===== src/hdl/jsu_pkg.sv =====
// ----------------------------------------------------------------------------
// jsu_pkg
// Shared types, character codes and helpers of the JSON string unescaper.
// ----------------------------------------------------------------------------
`default_nettype none

package jsu_pkg;

  // decoder mode, code 3 is unused and decodes as plain
  typedef enum logic [1:0] {
    MODE_PLAIN = 2'd0,
    MODE_ESC   = 2'd1,
    MODE_HEX   = 2'd2
  } mode_t;

  typedef logic [7:0] byte_t;

  localparam int MAX_BYTES   = 6;
  localparam int NCNT_W      = 3;
  localparam int HELD_DEPTH  = 3;
  localparam int QUEUE_DEPTH = 2;

  localparam byte_t CH_BSL   = 8'h5C;
  localparam byte_t CH_U     = 8'h75;
  localparam byte_t CH_N     = 8'h6E;
  localparam byte_t CH_R     = 8'h72;
  localparam byte_t CH_QUOTE = 8'h22;
  localparam byte_t CH_LF    = 8'h0A;
  localparam byte_t CH_CR    = 8'h0D;

  localparam logic [15:0] LIM_1BYTE = 16'h007F;
  localparam logic [15:0] LIM_2BYTE = 16'h07FF;
  localparam byte_t LEAD_2 = 8'hC0;
  localparam byte_t LEAD_3 = 8'hE0;
  localparam byte_t CONT   = 8'h80;

  // bytes of one decoded item, bytes[0] goes out first
  typedef struct packed {
    logic [MAX_BYTES-1:0][7:0] bytes;
    logic [NCNT_W-1:0]         n;
    logic                      last;
  } cmd_t;

  typedef struct packed {
    logic [2:0][7:0] bytes;
    logic [1:0]      n;
  } utf8_t;

  typedef struct packed {
    logic       ok;
    logic [3:0] val;
  } hex_t;

  function automatic hex_t hex_decode(input byte_t c);
    hex_t h;
    h.ok  = 1'b0;
    h.val = c[3:0];
    if (c >= 8'h30 && c <= 8'h39) begin
      h.ok = 1'b1;
    end else if ((c >= 8'h61 && c <= 8'h66) || (c >= 8'h41 && c <= 8'h46)) begin
      h.ok  = 1'b1;
      h.val = c[3:0] + 4'd9;
    end
    return h;
  endfunction

  function automatic utf8_t utf8_encode(input logic [15:0] cp);
    utf8_t u;
    u.bytes = '0;
    if (cp <= LIM_1BYTE) begin
      u.bytes[0] = cp[7:0];
      u.n        = 2'd1;
    end else if (cp <= LIM_2BYTE) begin
      u.bytes[0] = LEAD_2 | {3'b000, cp[10:6]};
      u.bytes[1] = CONT | {2'b00, cp[5:0]};
      u.n        = 2'd2;
    end else begin
      u.bytes[0] = LEAD_3 | {4'b0000, cp[15:12]};
      u.bytes[1] = CONT | {2'b00, cp[11:6]};
      u.bytes[2] = CONT | {2'b00, cp[5:0]};
      u.n        = 2'd3;
    end
    return u;
  endfunction

endpackage

`default_nettype wire


===== src/hdl/jsu_if.sv =====
// ----------------------------------------------------------------------------
// jsu_in_if / jsu_out_if
// Valid/ready byte stream channels of the unescaper, raw side and decoded side.
// ----------------------------------------------------------------------------
`default_nettype none

interface jsu_in_if;
  logic       valid;
  logic       ready;
  logic [7:0] in_byte;
  logic       in_last;

  modport source (output valid, output in_byte, output in_last, input ready);
  modport sink   (input valid, input in_byte, input in_last, output ready);
endinterface

interface jsu_out_if;
  logic       valid;
  logic       ready;
  logic [7:0] out_byte;
  logic       out_last;

  modport source (output valid, output out_byte, output out_last, input ready);
  modport sink   (input valid, input out_byte, input out_last, output ready);
endinterface

`default_nettype wire


===== src/hdl/json_string_unescape_utf8_top.sv =====
// ----------------------------------------------------------------------------
// json_string_unescape_utf8_top
// JSON string body unescaper: raw bytes in, unescaped UTF-8 bytes out.
// ----------------------------------------------------------------------------
//  channel  | dir | beat payload        | handshake
//  in_ch    | in  | in_byte, in_last    | valid / ready
//  out_ch   | out | out_byte, out_last  | valid / ready
//
//  one raw byte is taken per cycle while the group queue has room
//  each raw byte yields zero to six output bytes, sent by the back end one per
//  cycle while out_ch is ready, so output bandwidth sets the sustained rate
//  a raw byte's output passes the group queue, then the output register
//  reset is synchronous, no clearing pass
//  a stalled output fills the QUEUE_DEPTH group queue, then input ready drops
// ----------------------------------------------------------------------------
`default_nettype none

module json_string_unescape_utf8_top #(
  parameter int QUEUE_DEPTH = jsu_pkg::QUEUE_DEPTH
) (
  input  wire logic clk,
  input  wire logic rst_n,
  jsu_in_if.sink    in_ch,
  jsu_out_if.source out_ch
);
  import jsu_pkg::*;

  cmd_t front_cmd;
  cmd_t q_head;
  logic q_push;
  logic q_ready;
  logic q_valid;
  logic q_pop;

  jsu_front u_front (
    .clk     (clk),
    .rst_n   (rst_n),
    .in_ch   (in_ch),
    .cmd     (front_cmd),
    .push    (q_push),
    .q_ready (q_ready)
  );

  jsu_fifo #(
    .DEPTH (QUEUE_DEPTH)
  ) u_fifo (
    .clk      (clk),
    .rst_n    (rst_n),
    .push     (q_push),
    .wr_data  (front_cmd),
    .wr_ready (q_ready),
    .rd_valid (q_valid),
    .rd_data  (q_head),
    .pop      (q_pop)
  );

  jsu_back u_back (
    .clk     (clk),
    .rst_n   (rst_n),
    .q_valid (q_valid),
    .head    (q_head),
    .pop     (q_pop),
    .out_ch  (out_ch)
  );

  // a queued group always carries one to six bytes
  a_group_size: assert property (@(posedge clk) disable iff (!rst_n)
    q_push |-> (front_cmd.n != '0) && (front_cmd.n <= NCNT_W'(MAX_BYTES)))
    else $error("empty or oversized byte group queued");

  // pending bytes with a free output stage must show a beat next cycle
  a_back_moves: assert property (@(posedge clk) disable iff (!rst_n)
    (q_valid && (!out_ch.valid || out_ch.ready)) |=> out_ch.valid)
    else $error("back end stalled with bytes pending");

  // a group leaves the queue only while the output stage can take a beat
  a_pop_ok: assert property (@(posedge clk) disable iff (!rst_n)
    q_pop |-> q_valid && (!out_ch.valid || out_ch.ready))
    else $error("group dropped without its last beat");

endmodule

`default_nettype wire


===== src/hdl/jsu_front.sv =====
// ----------------------------------------------------------------------------
// jsu_front
// Takes raw bytes, tracks escape state and turns each byte into a group of
// up to six output bytes for the queue.
// ----------------------------------------------------------------------------
`default_nettype none

module jsu_front (
  input  wire logic         clk,
  input  wire logic         rst_n,
  jsu_in_if.sink            in_ch,
  output jsu_pkg::cmd_t     cmd,
  output logic              push,
  input  wire logic         q_ready
);
  import jsu_pkg::*;

  mode_t           mode_r, mode_nxt;
  logic [1:0]      cnt_r, cnt_nxt;
  logic [15:0]     cp_r, cp_nxt;
  logic [HELD_DEPTH-1:0][7:0] held_r, held_nxt;

  logic            accept;
  byte_t           c;
  logic            last;
  hex_t            hv;
  logic [15:0]     cp_shift;
  logic            new_esc;
  logic [NCNT_W-1:0] pos;
  utf8_t           u;

  assign in_ch.ready = q_ready;
  assign accept      = in_ch.valid && q_ready;
  assign c           = in_ch.in_byte;
  assign last        = in_ch.in_last;
  assign hv          = hex_decode(c);
  assign cp_shift    = {cp_r[11:0], hv.val};
  assign u           = utf8_encode(cp_shift);
  // a backslash opens a new escape unless it is the final byte
  assign new_esc     = (c == CH_BSL) && !last;
  assign pos         = {1'b0, cnt_r} + NCNT_W'(2);
  assign push        = accept && (cmd.n != '0);

  // next mode
  always_comb begin
    mode_nxt = mode_r;
    if (accept) begin
      unique case (mode_r)
        MODE_ESC: begin
          if (c == CH_U && !last) mode_nxt = MODE_HEX;
          else                    mode_nxt = MODE_PLAIN;
        end
        MODE_HEX: begin
          if (hv.ok && cnt_r == 2'd3) mode_nxt = MODE_PLAIN;
          else if (hv.ok && !last)    mode_nxt = MODE_HEX;
          else if (new_esc)           mode_nxt = MODE_ESC;
          else                        mode_nxt = MODE_PLAIN;
        end
        default: begin
          mode_nxt = new_esc ? MODE_ESC : MODE_PLAIN;
        end
      endcase
      if (last) mode_nxt = MODE_PLAIN;
    end
  end

  // output bytes and digit collection
  always_comb begin
    cmd.bytes = '0;
    cmd.n     = '0;
    cmd.last  = last;
    cnt_nxt   = cnt_r;
    cp_nxt    = cp_r;
    held_nxt  = held_r;
    unique case (mode_r)
      MODE_ESC: begin
        case (c)
          CH_N:     begin cmd.bytes[0] = CH_LF;    cmd.n = NCNT_W'(1); end
          CH_R:     begin cmd.bytes[0] = CH_CR;    cmd.n = NCNT_W'(1); end
          CH_QUOTE: begin cmd.bytes[0] = CH_QUOTE; cmd.n = NCNT_W'(1); end
          CH_BSL:   begin cmd.bytes[0] = CH_BSL;   cmd.n = NCNT_W'(1); end
          default: begin
            if (c == CH_U && !last) begin
              cnt_nxt = '0;
              cp_nxt  = '0;
            end else begin
              cmd.bytes[0] = CH_BSL;
              cmd.bytes[1] = c;
              cmd.n        = NCNT_W'(2);
            end
          end
        endcase
      end
      MODE_HEX: begin
        if (hv.ok && cnt_r == 2'd3) begin
          cmd.bytes[2:0] = u.bytes;
          cmd.n          = {1'b0, u.n};
          cnt_nxt        = '0;
        end else if (hv.ok && !last) begin
          held_nxt[cnt_r] = c;
          cp_nxt          = cp_shift;
          cnt_nxt         = cnt_r + 2'd1;
        end else begin
          // broken or cut-off escape: replay the prefix as plain text
          cmd.bytes[0]   = CH_BSL;
          cmd.bytes[1]   = CH_U;
          cmd.bytes[4:2] = held_r;
          if (!new_esc) begin
            cmd.bytes[pos] = c;
            cmd.n          = pos + NCNT_W'(1);
          end else begin
            cmd.n = pos;
          end
          cnt_nxt = '0;
        end
      end
      default: begin
        if (!new_esc) begin
          cmd.bytes[0] = c;
          cmd.n        = NCNT_W'(1);
        end
      end
    endcase
    if (last) cnt_nxt = '0;
  end

  always_ff @(posedge clk) begin
    if (!rst_n) begin
      mode_r <= MODE_PLAIN;
      cnt_r  <= '0;
    end else begin
      mode_r <= mode_nxt;
      if (accept) cnt_r <= cnt_nxt;
    end
  end

  always_ff @(posedge clk) begin
    if (accept) begin
      cp_r   <= cp_nxt;
      held_r <= held_nxt;
    end
  end

endmodule

`default_nettype wire


===== src/hdl/jsu_fifo.sv =====
// ----------------------------------------------------------------------------
// jsu_fifo
// Small queue of decoded byte groups between the front and the back.
// ----------------------------------------------------------------------------
`default_nettype none

module jsu_fifo #(
  parameter int DEPTH = jsu_pkg::QUEUE_DEPTH
) (
  input  wire logic          clk,
  input  wire logic          rst_n,
  input  wire logic          push,
  input  wire jsu_pkg::cmd_t wr_data,
  output logic               wr_ready,
  output logic               rd_valid,
  output jsu_pkg::cmd_t      rd_data,
  input  wire logic          pop
);
  import jsu_pkg::*;

  localparam int PTR_W = (DEPTH > 1) ? $clog2(DEPTH) : 1;
  localparam int CNT_W = $clog2(DEPTH + 1);

  cmd_t             mem_r [DEPTH];
  logic [PTR_W-1:0] wr_ptr_r, wr_ptr_nxt;
  logic [PTR_W-1:0] rd_ptr_r, rd_ptr_nxt;
  logic [CNT_W-1:0] count_r, count_nxt;

  assign wr_ready = (count_r != CNT_W'(DEPTH));
  assign rd_valid = (count_r != '0);
  assign rd_data  = mem_r[rd_ptr_r];

  always_comb begin
    wr_ptr_nxt = wr_ptr_r;
    rd_ptr_nxt = rd_ptr_r;
    count_nxt  = count_r;
    if (push) begin
      wr_ptr_nxt = (wr_ptr_r == PTR_W'(DEPTH - 1)) ? '0 : wr_ptr_r + 1'b1;
    end
    if (pop) begin
      rd_ptr_nxt = (rd_ptr_r == PTR_W'(DEPTH - 1)) ? '0 : rd_ptr_r + 1'b1;
    end
    if (push && !pop)      count_nxt = count_r + 1'b1;
    else if (pop && !push) count_nxt = count_r - 1'b1;
  end

  always_ff @(posedge clk) begin
    if (!rst_n) begin
      wr_ptr_r <= '0;
      rd_ptr_r <= '0;
      count_r  <= '0;
    end else begin
      wr_ptr_r <= wr_ptr_nxt;
      rd_ptr_r <= rd_ptr_nxt;
      count_r  <= count_nxt;
    end
  end

  always_ff @(posedge clk) begin
    if (push) mem_r[wr_ptr_r] <= wr_data;
  end

endmodule

`default_nettype wire


===== src/hdl/jsu_back.sv =====
// ----------------------------------------------------------------------------
// jsu_back
// Walks the byte group at the head of the queue and sends one byte per beat
// through a registered output stage.
// ----------------------------------------------------------------------------
`default_nettype none

module jsu_back (
  input  wire logic          clk,
  input  wire logic          rst_n,
  input  wire logic          q_valid,
  input  wire jsu_pkg::cmd_t head,
  output logic               pop,
  jsu_out_if.source          out_ch
);
  import jsu_pkg::*;

  logic [NCNT_W-1:0] idx_r, idx_nxt;
  logic              ov_r, ov_nxt;
  byte_t             ob_r;
  logic              ol_r;
  logic              load;
  logic              final_beat;

  assign out_ch.valid    = ov_r;
  assign out_ch.out_byte = ob_r;
  assign out_ch.out_last = ol_r;

  assign load       = q_valid && (!ov_r || out_ch.ready);
  assign final_beat = (idx_r == head.n - NCNT_W'(1));
  assign pop        = load && final_beat;

  always_comb begin
    idx_nxt = idx_r;
    ov_nxt  = ov_r;
    if (load) begin
      idx_nxt = final_beat ? '0 : idx_r + NCNT_W'(1);
      ov_nxt  = 1'b1;
    end else if (out_ch.ready) begin
      ov_nxt = 1'b0;
    end
  end

  always_ff @(posedge clk) begin
    if (!rst_n) begin
      idx_r <= '0;
      ov_r  <= 1'b0;
    end else begin
      idx_r <= idx_nxt;
      ov_r  <= ov_nxt;
    end
  end

  always_ff @(posedge clk) begin
    if (load) begin
      ob_r <= head.bytes[idx_r];
      ol_r <= head.last && final_beat;
    end
  end

endmodule

`default_nettype wire

===== src/flat_wrapper.sv =====
// flat-port wrapper written by rule: the top's interface ports become plain ports
module json_string_unescape_utf8_top_flat import jsu_pkg::*;
#(
  parameter int QUEUE_DEPTH = jsu_pkg::QUEUE_DEPTH
)
  (clk, rst_n, in_ch_valid, in_ch_in_byte, in_ch_in_last, in_ch_ready, out_ch_valid, out_ch_out_byte, out_ch_out_last, out_ch_ready);
  jsu_in_if in_ch_i ();
  jsu_out_if out_ch_i ();
  input  wire logic clk;
  input  wire logic rst_n;
  input wire logic [$bits(in_ch_i.valid)-1:0] in_ch_valid;
  input wire logic [$bits(in_ch_i.in_byte)-1:0] in_ch_in_byte;
  input wire logic [$bits(in_ch_i.in_last)-1:0] in_ch_in_last;
  output wire logic [$bits(in_ch_i.ready)-1:0] in_ch_ready;
  output wire logic [$bits(out_ch_i.valid)-1:0] out_ch_valid;
  output wire logic [$bits(out_ch_i.out_byte)-1:0] out_ch_out_byte;
  output wire logic [$bits(out_ch_i.out_last)-1:0] out_ch_out_last;
  input wire logic [$bits(out_ch_i.ready)-1:0] out_ch_ready;
  assign in_ch_i.valid = in_ch_valid;
  assign in_ch_i.in_byte = in_ch_in_byte;
  assign in_ch_i.in_last = in_ch_in_last;
  assign in_ch_ready = in_ch_i.ready;
  assign out_ch_valid = out_ch_i.valid;
  assign out_ch_out_byte = out_ch_i.out_byte;
  assign out_ch_out_last = out_ch_i.out_last;
  assign out_ch_i.ready = out_ch_ready;
  json_string_unescape_utf8_top #(.QUEUE_DEPTH(QUEUE_DEPTH)) u_core (.clk(clk), .rst_n(rst_n), .in_ch(in_ch_i), .out_ch(out_ch_i));
endmodule

===== config.mk =====
export PLATFORM = sky130hd
export DESIGN_NAME = json_string_unescape_utf8_top_flat
export DESIGN_NICKNAME = d
export VERILOG_FILES = /design/src/hdl/jsu_pkg.sv /design/src/hdl/jsu_if.sv /design/src/hdl/json_string_unescape_utf8_top.sv /design/src/hdl/jsu_front.sv /design/src/hdl/jsu_fifo.sv /design/src/hdl/jsu_back.sv /design/src/flat_wrapper.sv
export SDC_FILE = /design/constraint.sdc
export NUM_CORES = 1
export LEC_CHECK = 0
export ABC_AREA = 1
export BUFFER_PORTS_ARGS = -buffer_cell sky130_fd_sc_hd__buf_2
export CAP_MARGIN = 40
export CORE_MARGIN = 8
export CORE_UTILIZATION = 64
export CTS_BUF_LIST = sky130_fd_sc_hd__clkbuf_4 sky130_fd_sc_hd__clkbuf_8
export DETAILED_ROUTE_END_ITERATION = 8
export PLACE_DENSITY = 0.82
export SKIP_LAST_GASP = 1
export SLEW_MARGIN = 25
export SYNTH_ARGS = -nofsm -noshare
export SYNTH_HDL_FRONTEND = slang
export SYNTH_SLANG_ARGS = --single-unit

===== constraint.sdc =====
create_clock -name clk -period 7.31 [get_ports clk]
set_clock_uncertainty 0.15 [all_clocks]
set_input_delay 1.462 -clock clk [delete_from_list [all_inputs] [get_ports clk]]
set_output_delay 1.462 -clock clk [all_outputs]
set_load 0.01 [all_outputs]

# Word-level counts from Yosys, hierarchy flattened
# Memory sizes are Yosys's and may differ from the RTL's. A register that Yosys moved wholly into a read port is not among the register bits.
# Cells that the tools add are included.
classes:
  n_addsub: 10
  order_cmp: 13
  n_eq_ne: 16
  muxes: 55
  bitwise: 1
  reduce_logical: 32
ops:
  columns: ["op", "n"]
  rows:
  - ["51-bit 2-to-1 mux", 1]
  - ["48-bit bitwise mux", 1]
  - ["12-bit 2-to-1 mux", 4]
  - ["48-bit 2-to-1 mux", 1]
  - ["11-bit case mux with 4 select lines", 1]
  - ["8-bit 2-to-1 mux", 5]
  - ["8-bit by 7-bit == test with 1-bit output (second input constant)", 4]
  - ["16-bit 2-to-1 mux", 2]
  - ["32-bit 2-to-1 mux", 1]
  - ["27-bit 2-to-1 mux", 1]
  - ["8-bit binary-select mux with 3-bit select", 1]
  - ["24-bit bitwise mux", 1]
  - ["8-bit demux with 3-bit select", 1]
  - ["24-bit 2-to-1 mux", 1]
  - ["12-bit case mux with 2 select lines", 1]
  - ["2-bit 2-to-1 mux", 11]
  - ["11-bit case mux with 2 select lines", 1]
  - ["19-bit 2-to-1 mux", 1]
  - ["8-bit demux with 2-bit select", 1]
  - ["8-bit by 7-bit >= comparator with 1-bit output (second input constant)", 2]
  - ["16-bit by 11-bit less-or-equal comparator with 1-bit output (second input constant)", 1]
  - ["16-bit by 7-bit less-or-equal comparator with 1-bit output (second input constant)", 1]
  - ["8-bit by 7-bit less-or-equal comparator with 1-bit output (second input constant)", 2]
  - ["1-bit logical AND", 16]
  - ["other kinds (35)", 65]
word_totals:
  ff_bits: 57
  mem_bits_rw: 104
  in_bits: 13
  output_inout_bits: 11
  word_cells: 141
  n_memories: 1
memory_table:
  columns: ["name", "words", "word_bits", "read_ports", "rd_ports_with_merged_regs", "write_ports", "line", "text"]
  rows:
  - ["u_core.u_fifo.mem_r", 2, 52, 1, 1, 1, "jsu_fifo.sv:24", "cmd_t mem_r [DEPTH];"]

# Longest topological paths before layout
logic_depth:
  word_depth: 16
  depth_mapped: 21
  depth_no_buf: 21

# Hierarchy
# From an unflattened synthesis, not the netlist that was laid out.
hier_totals:
  cells_unflattened: 761
  area_unflattened_um2: 8451.9
modules_own_cells:
  columns: ["mod", "instances", "cells_per_inst", "area_each_um2", "seq_area_each_um2"]
  rows:
  - ["jsu_fifo", 1, 197, 4235.3, 3223.1]
  - ["jsu_front", 1, 425, 3203.1, 1161.1]
  - ["jsu_back", 1, 139, 1013.5, 350.3]

# Worst setup path before layout
# Ideal clock, no wire load.
synth_path:
  path_type: "input-to-reg"
  from: "input in_ch_in_byte[1]"
  to: "memory u_core.u_fifo.mem_r[0][0] (netlist name), enable pin"
  setup_ns: 0.462
  arrival_time_ns: 4.940
  t_required_ns: 6.698
  slack_ns: 1.759
  cell_stages: 14
  cell_sequence: "inv_1 -> ha_1 -> nor2_1 -> a21oi_1 -> nand2_2 -> nand2_4 -> inv_2 -> nor2_4 -> nand2_1 -> nand3_1 -> nand2_1 -> nand3_2 -> nand2_1 -> nor2_1"
synth_via:
  elab_chain_cells: 14
  word_cells_on_any_way: 38
  classes_between: "add/sub (1); order compare (8); eq/ne (5); mux (14); reduce/logical (10)"
synth_rtl:
  columns: ["element", "line", "text"]
  rows:
  - ["from (decl)", "flat_wrapper.sv:12", "input wire logic [$bits(in_ch_i.in_byte)-1:0] in_ch_in_byte;"]
  - ["8-bit by 7-bit >= comparator with 1-bit output / 8-bit by 7-bit less-or-equal comparator with 1-bit output (equally long branches)", "jsu_pkg.sv:60", "end else if ((c >= 8'h61 && c <= 8'h66) || (c >= 8'h41 && c <= 8'h46)) begin"]
  - ["1-bit logical AND", "jsu_pkg.sv:60", null]
  - ["1-bit logical OR", "jsu_pkg.sv:60", null]
  - ["5-bit 2-to-1 mux", "jsu_pkg.sv:60", null]
  - ["4-bit 2-to-1 mux", "jsu_pkg.sv:58", "if (c >= 8'h30 && c <= 8'h39) begin"]
  - ["16-bit by 11-bit less-or-equal comparator with 1-bit output", "jsu_pkg.sv:73", "end else if (cp <= LIM_2BYTE) begin"]
  - ["16-bit 2-to-1 mux", "jsu_pkg.sv:73", null]
  - ["10-bit 2-to-1 mux", "jsu_pkg.sv:70", "if (cp <= LIM_1BYTE) begin"]
  - ["27-bit 2-to-1 mux", "jsu_front.sv:95", "if (hv.ok && cnt_r == 2'd3) begin"]
  - ["11-bit case mux with 2 select lines (*)", "jsu_front.sv:75", "unique case (mode_r)"]
  - ["3-bit nonzero test (*)", "jsu_front.sv:42", "assign push = accept && (cmd.n != '0);"]
  - ["1-bit logical AND (*)", "jsu_front.sv:42", null]
  - ["1-bit 2-to-1 mux (*)", "jsu_fifo.sv:60", "if (push) mem_r[wr_ptr_r] <= wr_data;"]
  - ["1-bit 2-to-1 mux (not written as such) (*)", "jsu_fifo.sv:60", null]
  - ["to (decl)", "jsu_fifo.sv:24", null]
# Mark *: on every way between the ends. The rest lies on a longest branch, timed or not.

# Worst setup path in the final report
layout_path:
  from: "input in_ch_in_byte[1]"
  to: "memory u_core.u_fifo.mem_r[0][42] (netlist name), enable pin"
# Same word-level chain as after synthesis.

==> impl_metrics.json <==
{
  "status": "finished clean",
  "fmax_mhz": 220,
  "setup_viol": 0,
  "die_area_um2": 15700,
  "power_switching_uw": 873,
  "yosys.cell_count.top_type": "edfxtp_1",
  "track_usage": 0.246,
  "insertion_delay_ns": 0.46,
  "path_max_fanout": 22,
  "m1WireLength_mm": 7.68,
  "cp_slowest_cell": "nor2_4",
  "synth-async-reset-ratio": 0,
  "die_y_um": 125,
  "p_int_uw": 1700,
  "cts_resized": 0,
  "numCtsBuffers": 17,
  "cts_max_path_buffers": 2,
  "fin_crit_sh": 0.623,
  "startpoint_type": "input port",
  "wire_per_inst_um": 21.1,
  "timing.rr.end": "u_core.u_fifo.mem_r[0][42]$_DFFE_PP_",
  "synth_top_area_share": 0.585,
  "min_path_type": "reg2reg",
  "totalWireLength_mm": 19.1,
  "drt_iter0_drc": 794,
  "ys_types": 39,
  "overflow": 0,
  "met2_length_mm": 8.89,
  "peakVddDrop_v": 0.000158,
  "cp-end-kind": "flop",
  "area_growth_pct": 7.42,
  "p_per_area_nw_per_um2": 313,
  "nets": 771,
  "grt_pass1_vias": 5350,
  "mappedNetlistArea_um2": 7650,
  "synthXorXnorAreaFrac": 0.00916,
  "ys_seq_area_frac": 0.619,
  "dpl_cell_area_um2": 7890,
  "dr_wl_met3_mm": 1.85,
  "p_seq_frac": 0.485,
  "yosysWarnings": 0,
  "synth_top_family_by_area": "compound AO/OA/AOI/OAI gates",
  "tightest_slew_ns": 0.786,
  "required_ns": 7.32,
  "crit_path_start": "in_ch_in_byte[1]",
  "synth-simple-area-share": 0.141,
  "drc": 0,
  "dp_slack_ns": 2.34,
  "htreeDepth": 4,
  "crit_top_cell": "nand2_1",
  "start_util": 0.645,
  "synthTopCellsByCount": "149 x edfxtp_1, 122 x nor2_1, 96 x nand2_1",
  "synth_edf_count": 149,
  "cp.arrival_ns": 4.56,
  "timing.critical_path.to": "u_core.u_fifo.mem_r[0][42]$_DFFE_PP_",
  "synth_flop_cell": "edfxtp_1",
  "p_comb_frac": 0.289,
  "synth_compound_area_frac": 0.141,
  "cts-hold-fix-buffers": 0,
  "antenna_cells": 0,
  "numClockSinks": 162,
  "vias": 5679,
  "synth_top_area_cell": "edfxtp_1",
  "ant_nets": 0,
  "die-width_um": 125,
  "via_per_inst": 6.30,
  "core_um2": 11900,
  "grt_max_degree": 54,
  "leakagePower_uw": 0.00310,
  "whs_ns": 0.345,
  "rr_worst_depth": 12,
  "fin_total_pwr_uw": 2570,
  "cts_tree": "done",
  "min_period_ns": 4.55,
  "cts.clk_slew.worst_paths_ns": 0.08,
  "ys_seq_elements": 162,
  "cts-root-buf": "clkbuf_8",
  "path_cells": "buf_2, inv_1, ha_1, nand2_1, nor2_1, nand3_2, inv_1, nand2_1, o21ai_0, nand3_1, nand3_2, nand2_1, nor2_4, buf_4",
  "numPortBuffers": 23,
  "synth_area_leaders": "edfxtp_1 58%, nor2_1 6.0%, o21ai_0 5.4%",
  "swShare": 0.340,
  "hpwl_mm": 13.4,
  "grt_pass1_wl_mm": 29.2,
  "rsz0062_at_grt": "no",
  "pwr-share-clk": 0.226,
  "antenna_found_initial": 0,
  "rrSetupSlack_ns": 3.70,
  "routed.top_layer": "met4",
  "postSynthCellCount": 727,
  "syn_avg_cell_area_um2": 10.5,
  "slew_headroom": 0.476,
  "finalMaxSlewViolations": 0,
  "row_count": 40,
  "setup_slack_ns": 2.76,
  "synth-adder-area-share": 0.0229,
  "ios": 24,
  "r2r-start": "u_core.u_front.cp_r[8]$_SDFFCE_PN0P_",
  "path_class": "in2reg",
  "drtPass1Iterations": 5,
  "final_area_um2": 8220,
  "hold_viol_final": 0,
  "gp_congestion": 1.00,
  "cts_setup_buffers": 0,
  "drive_above_1_share": 0.110,
  "yosys-mux-area-fraction": 0.0131,
  "tns_ns": 0,
  "cp_slowest_stage_delay_ns": 0.55,
  "max_cap_viol_count": 0,
  "syn-num-nets": 754
}
==> logic make-up (layout without fill, tap and decap cells) <==
group / count (synthesis) / count (layout)
AO/OA/AOI/OAI: 176 / 176
XOR/XNOR: 8 / 8
adder cells (fa/ha/maj): 14 / 14
buffers and inverters: 99 / 126
flip-flops: 162 / 162
multiplexers: 10 / 10
AND/OR/NAND/NOR: 258 / 258
==> power by group through the flow <==
| stage | Clock (uW) | Combinational (uW) | Sequential, uW |
|---|---|---|---|
| 6_report | 581 | 743 | 1240 |
| 5_1_grt | 619 | 818 | 1260 |
| 4_1_cts | 583 | 740 | 1240 |
| 3_5_place_dp | 0 | 734 | 1270 |
| 3_3_place_gp | 0 | 699 | 1260 |
| 2_1_floorplan | 0 | 490 | 1270 |
==> flip-flops by register name, indices dropped and copies added, names as in the netlist, 2 cells and up, named ones only <==
register,count
u_core.u_front.cnt_r,2
u_core.u_back.idx_r,3
u_core.u_front.held_r,24
u_core.u_fifo.count_r,2
u_core.u_back.out_ch.out_byte,8
u_core.u_front.cp_r,12
u_core.u_front.mode_r,2
u_core.u_fifo.mem_r,104
==> per-stage QoR <==
step / utilization / std cells
5_1_grt: 0.693 / 901
6_report: 0.693 / 901
3_3_place_gp: 0.662 / 871
4_1_cts: 0.693 / 901
3_5_place_dp: 0.665 / 872
2_1_floorplan: - / 727
==> worst min-delay path by stage <==
stage | from | endpoint | slack, ns | depth (start not counted)
6_report | u_core.u_front.mode_r[1]$_SDFFE_PN0P_ | u_core.u_front.mode_r[1]$_SDFFE_PN0P_ | 0.35 | 2
3_5_place_dp | u_core.u_front.mode_r[1]$_SDFFE_PN0P_ | u_core.u_front.mode_r[1]$_SDFFE_PN0P_ | 0.33 | 2
2_1_floorplan | u_core.u_fifo.count_r[1]$_SDFFE_PN0P_ | u_core.u_fifo.count_r[1]$_SDFFE_PN0P_ | 0.31 | 2
4_1_cts | u_core.u_front.mode_r[1]$_SDFFE_PN0P_ | u_core.u_front.mode_r[1]$_SDFFE_PN0P_ | 0.34 | 2
5_1_grt | u_core.u_front.mode_r[1]$_SDFFE_PN0P_ | u_core.u_front.mode_r[1]$_SDFFE_PN0P_ | 0.38 | 2
3_3_place_gp | u_core.u_fifo.count_r[1]$_SDFFE_PN0P_ | u_core.u_fifo.count_r[1]$_SDFFE_PN0P_ | 0.32 | 2
==> layout make-up <==
class / instances / area (um^2)
clock buffers: 18 / 241
clock inverters: 11 / 92.6
fillers: 873 / 3640
inverters: 65 / 246
multi-input cells: 466 / 2520
flip-flops and latches: 162 / 4730
well taps: 147 / 184
repair buffers: 32 / 203
==> metal layers <==
metal  vias to the layer above  track usage
li1                       2608            -
met4                         0        0.115
met3                        48       0.0540
met5                         -            0
met2                       309        0.384
met1                      2714        0.324
==> critical path, delay by kind of cell <==
kind	cells	cell delay [ns]
AO/OA/AOI/OAI	1	0.09
adder cells (fa/ha/maj)	1	0.22
buffers and inverters	4	0.94
AND/OR/NAND/NOR	8	1.84
==> layout by cell type, fill, tap and decap left out, types with 4 or more instances in the layout <==
master,count
clkbuf_8,17
o21ai_0,82
dfxtp_1,13
nand2_1,96
clkinv_1,6
nand3_1,16
o211ai_1,4
buf_4,8
edfxtp_1,149
xor2_1,6
o32ai_1,5
a32o_1,9
mux2i_1,10
nand3_2,4
ha_1,14
o221ai_1,17
o22ai_1,9
a21oi_1,28
buf_2,23
inv_1,55
a22oi_1,5
a211oi_1,10
a31oi_1,4
nor2_1,121
nor2_2,5
inv_2,6
(Power assumes the default switching activity.)
